==> config.mk <==
export PLATFORM = sky130hd
export DESIGN_NAME = nclc_back
export DESIGN_NICKNAME = d
export VERILOG_FILES = /design/src/rtl/core/nclc_pkg.sv /design/src/rtl/core/nclc_back.sv
export SDC_FILE = /design/constraint.sdc
export NUM_CORES = 1
export LEC_CHECK = 0
export BUFFER_PORTS_ARGS = -buffer_cell sky130_fd_sc_hd__buf_2
export CORE_UTILIZATION = 55
export CTS_CLUSTER_DIAMETER = 40
export DETAILED_ROUTE_END_ITERATION = 8
export GPL_ROUTABILITY_DRIVEN = 0
export PLACE_DENSITY_LB_ADDON = 0.12
export RECOVER_POWER = 50
export SLEW_MARGIN = 25
export SYNTH_ARGS = -nofsm -noshare
export SYNTH_HDL_FRONTEND = slang
export SYNTH_SLANG_ARGS = --single-unit
export TNS_END_PERCENT = 10
==> constraint.sdc <==
create_clock -name clock -period 4.9 [get_ports clock]
set_input_delay 0 -clock clock [delete_from_list [all_inputs] [get_ports clock]]
set_output_delay 0 -clock clock [all_outputs]
set_load 0.01 [all_outputs]
==> src/rtl/core/nclc_pkg.sv <==
// ----------------------------------------------------------------------------
// nclc_pkg
// Shared types and codes of the command line checker: decoded byte entry,
// result status codes, number parser phases and the hex digit lookup.
// ----------------------------------------------------------------------------
package nclc_pkg;

   // result status codes
   localparam logic [2:0] STATUS_NEW      = 3'd0;
   localparam logic [2:0] STATUS_REPEAT   = 3'd1;
   localparam logic [2:0] STATUS_SHORT    = 3'd2;
   localparam logic [2:0] STATUS_BADSUM   = 3'd3;
   localparam logic [2:0] STATUS_NOCOMMA  = 3'd4;
   localparam logic [2:0] STATUS_OVERFLOW = 3'd5;

   // sequence number parser phases
   localparam logic [1:0] PHASE_SKIP = 2'd0;
   localparam logic [1:0] PHASE_NUM  = 2'd1;
   localparam logic [1:0] PHASE_DONE = 2'd2;

   // character codes
   localparam logic [7:0] CHAR_NEWLINE = 8'h0A;
   localparam logic [7:0] CHAR_COMMA   = 8'h2C;
   localparam logic [7:0] CHAR_PLUS    = 8'h2B;
   localparam logic [7:0] CHAR_MINUS   = 8'h2D;
   localparam logic [7:0] CHAR_ZERO    = 8'h30;
   localparam logic [7:0] CHAR_NINE    = 8'h39;
   localparam logic [7:0] CHAR_SPACE   = 8'h20;
   localparam logic [7:0] CHAR_TAB     = 8'h09;
   localparam logic [7:0] CHAR_VTAB    = 8'h0B;
   localparam logic [7:0] CHAR_FFEED   = 8'h0C;
   localparam logic [7:0] CHAR_CR      = 8'h0D;

   // request queue depth between front and back
   localparam int QUEUE_DEPTH = 2;

   // one classified request byte
   typedef struct packed {
      logic [7:0] data;
      logic       is_newline;
      logic       is_nul;
      logic       is_comma;
      logic       is_space;
      logic       is_sign;
      logic       is_minus;
      logic       is_digit;
      logic [3:0] digit;
   } entry_type;

   // nibble to uppercase ASCII hex character
   function automatic logic [7:0] hex_char(input logic [3:0] nib);
      logic [7:0] c;
      if (nib < 4'd10) begin
         c = CHAR_ZERO + {4'd0, nib};
      end else begin
         c = 8'h37 + {4'd0, nib};
      end
      return c;
   endfunction

endpackage

==> src/rtl/core/nclc_back.sv <==
// ----------------------------------------------------------------------------
// nclc_back
// Line engine: tracks line state per byte, checks the line at newline or
// overflow and holds the result in the output register.
// ----------------------------------------------------------------------------
module nclc_back
   import nclc_pkg::*;
#(
   parameter int LINE_LIMIT = 256
)
(
   input  logic               clock,
   input  logic               reset,
   input  logic               head_valid,
   input  entry_type          head_entry,
   output logic               head_pop,
   output logic               rsp_valid,
   input  logic               rsp_stall,
   output logic [2:0]         rsp_status,
   output logic signed [31:0] rsp_sequence_res,
   output logic [7:0]         rsp_payload_start,
   output logic [7:0]         rsp_payload_length
);

   localparam int CW = $clog2(LINE_LIMIT + 1);

   logic [CW-1:0] stored_ff, stored_in;
   logic [CW-1:0] text_len_ff, text_len_in;
   logic          nul_seen_ff, nul_seen_in;
   logic [7:0]    xor_ff, xor_in;
   logic [7:0]    tail0_ff, tail0_in;
   logic [7:0]    tail1_ff, tail1_in;
   logic [7:0]    tail2_ff, tail2_in;
   logic [CW-1:0] comma_idx_ff, comma_idx_in;
   logic          comma_seen_ff, comma_seen_in;
   logic [1:0]    phase_ff, phase_in;
   logic          negative_ff, negative_in;
   logic [31:0]   value_ff, value_in;
   logic [31:0]   prev_seq_ff, prev_seq_in;

   logic          rsp_valid_ff;
   logic [2:0]    rsp_status_ff;
   logic [31:0]   rsp_seq_ff;
   logic [7:0]    rsp_start_ff;
   logic [7:0]    rsp_len_ff;

   logic          overflow;
   logic          gives_result;
   logic          out_free;
   logic [7:0]    body_xor;
   logic [CW-1:0] body_len;
   logic [CW-1:0] start_full;
   logic [CW-1:0] len_full;
   logic [31:0]   seq_val;
   logic [31:0]   value_x10;
   logic [2:0]    res_status;
   logic [31:0]   res_seq;
   logic [7:0]    res_start;
   logic [7:0]    res_len;

   assign overflow     = (stored_ff >= CW'(LINE_LIMIT));
   assign gives_result = overflow || head_entry.is_newline;
   assign out_free     = !rsp_valid_ff || !rsp_stall;
   assign head_pop     = head_valid && (!gives_result || out_free);

   // line check
   assign body_xor   = xor_ff ^ tail0_ff ^ tail1_ff ^ tail2_ff;
   assign body_len   = CW'(text_len_ff - CW'(3));
   assign start_full = CW'(comma_idx_ff + 1'b1);
   assign len_full   = CW'(body_len - start_full);
   assign seq_val    = negative_ff ? (32'd0 - value_ff) : value_ff;
   assign value_x10  = {value_ff[28:0], 3'b000} + {value_ff[30:0], 1'b0};

   always_comb begin
      res_status = STATUS_NEW;
      res_seq    = '0;
      res_start  = '0;
      res_len    = '0;
      if (overflow) begin
         res_status = STATUS_OVERFLOW;
      end else if (text_len_ff < CW'(4)) begin
         res_status = STATUS_SHORT;
      end else if ((tail1_ff != hex_char(body_xor[7:4])) ||
                   (tail2_ff != hex_char(body_xor[3:0]))) begin
         res_status = STATUS_BADSUM;
      end else if (!comma_seen_ff || (comma_idx_ff >= body_len)) begin
         res_status = STATUS_NOCOMMA;
      end else begin
         res_seq    = seq_val;
         res_start  = start_full[7:0];
         res_len    = len_full[7:0];
         res_status = (seq_val != prev_seq_ff) ? STATUS_NEW : STATUS_REPEAT;
      end
   end

   // line state update
   always_comb begin
      stored_in     = stored_ff;
      text_len_in   = text_len_ff;
      nul_seen_in   = nul_seen_ff;
      xor_in        = xor_ff;
      tail0_in      = tail0_ff;
      tail1_in      = tail1_ff;
      tail2_in      = tail2_ff;
      comma_idx_in  = comma_idx_ff;
      comma_seen_in = comma_seen_ff;
      phase_in      = phase_ff;
      negative_in   = negative_ff;
      value_in      = value_ff;
      prev_seq_in   = prev_seq_ff;
      if (head_pop) begin
         if (gives_result) begin
            stored_in     = '0;
            text_len_in   = '0;
            nul_seen_in   = 1'b0;
            xor_in        = '0;
            tail0_in      = '0;
            tail1_in      = '0;
            tail2_in      = '0;
            comma_idx_in  = '0;
            comma_seen_in = 1'b0;
            phase_in      = PHASE_SKIP;
            negative_in   = 1'b0;
            value_in      = '0;
            if (res_status == STATUS_NEW) begin
               prev_seq_in = seq_val;
            end
         end else begin
            stored_in = CW'(stored_ff + 1'b1);
            if (!nul_seen_ff) begin
               if (head_entry.is_nul) begin
                  nul_seen_in = 1'b1;
               end else begin
                  if (!comma_seen_ff) begin
                     if (head_entry.is_comma) begin
                        comma_seen_in = 1'b1;
                        comma_idx_in  = text_len_ff;
                     end else begin
                        case (phase_ff)
                           PHASE_SKIP: begin
                              if (head_entry.is_space) begin
                                 phase_in = PHASE_SKIP;
                              end else if (head_entry.is_sign) begin
                                 negative_in = head_entry.is_minus;
                                 phase_in    = PHASE_NUM;
                              end else if (head_entry.is_digit) begin
                                 value_in = {28'd0, head_entry.digit};
                                 phase_in = PHASE_NUM;
                              end else begin
                                 phase_in = PHASE_DONE;
                              end
                           end
                           PHASE_NUM: begin
                              if (head_entry.is_digit) begin
                                 value_in = value_x10 + {28'd0, head_entry.digit};
                              end else begin
                                 phase_in = PHASE_DONE;
                              end
                           end
                           default: begin
                              phase_in = phase_ff;
                           end
                        endcase
                     end
                  end
                  xor_in      = xor_ff ^ head_entry.data;
                  tail0_in    = tail1_ff;
                  tail1_in    = tail2_ff;
                  tail2_in    = head_entry.data;
                  text_len_in = CW'(text_len_ff + 1'b1);
               end
            end
         end
      end
   end

   always_ff @(posedge clock) begin
      if (reset) begin
         stored_ff     <= '0;
         text_len_ff   <= '0;
         nul_seen_ff   <= 1'b0;
         xor_ff        <= '0;
         tail0_ff      <= '0;
         tail1_ff      <= '0;
         tail2_ff      <= '0;
         comma_idx_ff  <= '0;
         comma_seen_ff <= 1'b0;
         phase_ff      <= PHASE_SKIP;
         negative_ff   <= 1'b0;
         value_ff      <= '0;
         prev_seq_ff   <= '1;
      end else begin
         stored_ff     <= stored_in;
         text_len_ff   <= text_len_in;
         nul_seen_ff   <= nul_seen_in;
         xor_ff        <= xor_in;
         tail0_ff      <= tail0_in;
         tail1_ff      <= tail1_in;
         tail2_ff      <= tail2_in;
         comma_idx_ff  <= comma_idx_in;
         comma_seen_ff <= comma_seen_in;
         phase_ff      <= phase_in;
         negative_ff   <= negative_in;
         value_ff      <= value_in;
         prev_seq_ff   <= prev_seq_in;
      end
   end

   // output register
   always_ff @(posedge clock) begin
      if (reset) begin
         rsp_valid_ff <= 1'b0;
      end else if (head_pop && gives_result) begin
         rsp_valid_ff <= 1'b1;
      end else if (!rsp_stall) begin
         rsp_valid_ff <= 1'b0;
      end
   end

   always_ff @(posedge clock) begin
      if (head_pop && gives_result) begin
         rsp_status_ff <= res_status;
         rsp_seq_ff    <= res_seq;
         rsp_start_ff  <= res_start;
         rsp_len_ff    <= res_len;
      end
   end

   assign rsp_valid          = rsp_valid_ff;
   assign rsp_status         = rsp_status_ff;
   assign rsp_sequence_res   = rsp_seq_ff;
   assign rsp_payload_start  = rsp_start_ff;
   assign rsp_payload_length = rsp_len_ff;

endmodule

==> results by group <==
Worst hold path
  • Worst min-delay path class: input port to flop
  • Hold path startpoint: head_entry[2]
  • Number of stages on the worst hold path: 5
  • End point of the most critical hold path: value_ff[2]

Timing
  • Final Max Slew Viols: 52
  • Final critical-path required period: 4220 ps
  • Largest clock skew in the final design: 13.0 ps
  • Unrepaired setup endpoints after global routing: false
  • Final Hold Fails: 0
  • Final worst path period share: 0.860
  • Finish-stage setup viols: 0
  • Worst Max-Slew Pin Slew: 2630 ps
  • Highest attainable clock frequency: 237 MHz
  • Minimum hold slack: 54.4 ps
  • Final worst slack: 684 ps
  • Total negative slack: 0 ps
  • Max transition margin: -0.755

Clocking
  • Number of buffers inserted during clock tree synthesis: 17
  • Number of cells upsized or downsized after cts: 0
  • Clock tree root driver cell: clkbuf_16
  • Clk slew on worst S/H paths: 70 ps
  • TritonCTS clock tree: built
  • Post-cts hold buffer count: 18
  • H-tree level count: 4
  • Number of clock sinks seen by CTS: 180
  • Count of buffers added by post-CTS timing repair for setup: 0
  • Clock tree buffer depth: 2
  • Clock latency on the worst-skew pair: 440 ps

Synth
  • Average footprint of a synthesized cell: 8.69 µm²
  • Count of synthesis-stage warnings from yosys: 0
  • Synth top area share: 0.216
  • EDFF count, synth: 51
  • Net count after synthesis: 1,480
  • Synthesized-area fraction occupied by xor and xnor cells: 0.109
  • Total standard cell area after synthesis: 0.0119 mm²
  • FF+latch count, synth: 180
  • Dominant combinational cell family by area after synthesis: simple AND/OR/NAND/NOR gates
  • Mux share of post-synthesis cell area: 0.00766
  • Synth Area in Simple Gates: 0.205
  • FFs w/ async S/R, synth: 0
  • Leading cell types by total area after synthesis: dfxtp_1 22%, edfxtp_1 13%, ha_1 8.5%
  • Share of synthesized cell area in full adder, half adder and majority cells: 0.0900
  • Sequential share of the synthesized area: 0.345
  • Predominant post-synthesis flop cell: dfxtp_1
  • Cell taking the most area after synthesis: dfxtp_1
  • Number of library cell types mapped by synthesis: 85
  • Instance count of the mapped netlist: 1,373
  • Fraction of the mapped netlist area in compound gates: 0.199

Floorplan
  • Starting density of the core: 0.564
  • Core outline area: 0.0212 mm²
  • Number of placement rows: 53
  • Vert. Die Dim: 149 µm
  • Die Footprint: 0.0223 mm²
  • DIE WIDTH: 149 µm
  • Ports placed on the boundary: 76

Setup path
  • Type of element launching the critical path: flop
  • Endpoint arrival time on the critical path: 4480 ps
  • FF-to-FF Start: tail2_ff[1]
  • Cells along the critical path: xor2_1 > xnor2_1 > inv_1 > ha_1 > inv_1 > a21oi_1 > or4b_1 > a211o_1 > or4b_4 > or4b_1 > buf_4 > nor2_4 > a31oi_1
  • Minimum setup slack among reg-to-reg paths: 680 ps
  • Worst Path Buf+Inv: 3
  • Terminus of the critical flop-to-flop path: prev_seq_ff[31]
  • Crit path largest cell delay: 580 ps
  • Top delay family on crit path: simple AND/OR/NAND/NOR gates
  • Critical Setup Path Class: flop to flop
  • Critical path required time: 5160 ps
  • Critical-path cell with the highest stage delay: or4b_4
  • Setup crit end kind: flop
  • Worst-path fanout max: 19
  • R2r worst-path depth: 13
  • Critical Path Source: tail2_ff[1]

Final layout
  • Area taken by multi-input logic gates: 0.00731 mm²
  • Final cell count without fillers: 1,711
  • Area of all placed cells without fillers: 0.0131 mm²
  • Commonest non-fill, non-tap cells in the layout: 150 x nor2_1, 129 x dfxtp_1, 99 x a21oi_1
  • Number of inserted diodes: 0
  • Sequential Area: 0.00411 mm²
  • Area Overhead vs Synth: 10.2%
  • Core Util, Final: 0.622
  • Net count, final: 1,530
  • Share of post-route cells with drive strength above 1: 0.0780
  • Most frequent standard cell in the layout excluding fill and tap cells: nor2_1
  • Layout filler cell count: 1,894

Placement
  • Cell Count Post-Placement: 1,661
  • Total half-perimeter wirelength after legalization and detailed placement: 22,400 µm
  • IO buf count: 75
  • Placement-stage cell area: 0.0125 mm²
  • Pre-CTS setup slack: 714 ps

Global routing
  • Initial antenna violation count: 0
  • Pin count of the biggest net entering global routing: 81
  • Total Routing Usage GR: 0.280
  • Grt ovf: 0
  • Wire length of the first global-routing pass: 49,400 µm
  • Vias in the first global route: 9,457

Pwr
  • Power density cells: 242 mW/mm²
  • Largest vdd supply drop: 0.232 mV
  • Total power consumption of the routed design: 3.19 mW
  • Leakage power figure: 5.13 nW

Drt
  • Violation count after the first detailed-routing iteration: 922
  • WL per Instance: 17.9 µm
  • Number of nets with antenna violations after detailed routing: 0
  • Total vias in the final route: 10,517
  • Final routed DRC violation total: 0
  • Routed wire length: 30,600 µm
  • 1st-pass router iterations: 6
  • Vias/cell: 6.15

Run
  • Max-cap check violation count: 1

Run status
  • Failing checks: capacitance limit, slew limit
  • Outcome: complete, but fails checks
## cell families (layout without fill, tap and decap cells)
kind of cell | Yosys count | in the layout
compound gates | 361 | 361
xor+xnor | 137 | 137
fa+ha+maj | 84 | 84
buf+inv | 125 | 188
flops | 180 | 180
mux | 9 | 9
simple gates | 477 | 477
## worst max-delay path by stage
stage                 endpoint  slack (ps)  depth (start not counted)
2_1_floorplan  prev_seq_ff[25]        1130                         15
3_3_place_gp    prev_seq_ff[2]         790                         15
3_5_place_dp   prev_seq_ff[25]         710                         13
4_1_cts        prev_seq_ff[31]         700                         13
5_1_grt        prev_seq_ff[27]         350                         10
6_report       prev_seq_ff[31]         680                         13
## Yosys cell counts, types with 7 or more instances
library cell / count
nor3_1: 48
nor2_1: 150
inv_1: 34
xnor2_1: 68
nand3_1: 39
mux2i_1: 8
ha_1: 81
clkbuf_1: 63
xor2_1: 60
a211oi_1: 22
or4_1: 12
a21oi_1: 100
o21a_1: 9
a22oi_1: 36
a21o_1: 22
a31oi_1: 23
o211ai_1: 8
nand4_1: 18
nand4b_1: 7
nor2b_1: 25
edfxtp_1: 51
or3_1: 19
nor4_1: 16
buf_2: 11
o21ai_1: 19
o21ai_0: 52
o31ai_1: 10
nand2b_1: 11
nand2_1: 81
dfxtp_1: 129
## state kept, by name, summed over array words and instances, names as in the netlist, 9 cells and up
name	cells
value_ff	32
text_len_ff	9
comma_idx_ff	9
prev_seq_ff	32
rsp_sequence_res	32
stored_ff	9
## worst reg2reg max path: cells and delay by family (launching register included)
family | cells | cell delay [ps]
buf+inv | 3 | 380
simple gates | 4 | 1900
compound gates | 3 | 520
flops | 1 | 450
xor+xnor | 2 | 560
fa+ha+maj | 1 | 230
## area by class of cell
cell class,instances,share of cell area
inverters,37,0.0106
well taps,275,0.0262
multi-input cells,1068,0.556
clock inverters,14,0.00999
flip-flops and latches,180,0.313
repair buffers,119,0.0515
clock buffers,18,0.0329
## power by group
part	internal, mW	switching [mW]
logic	0.0942	0.175
registers	1.55	0.0184
clock network	0.681	0.666
## per-layer routing
layer,track usage,vias up,share of wire
met4,0.0949,0,0.028
met5,0,-,0
met3,0.0465,70,0.068
met1,0.402,4993,0.47
met2,0.424,342,0.43
li1,-,5112,-
No activity file was read; power rests on OpenSTA's default activity.
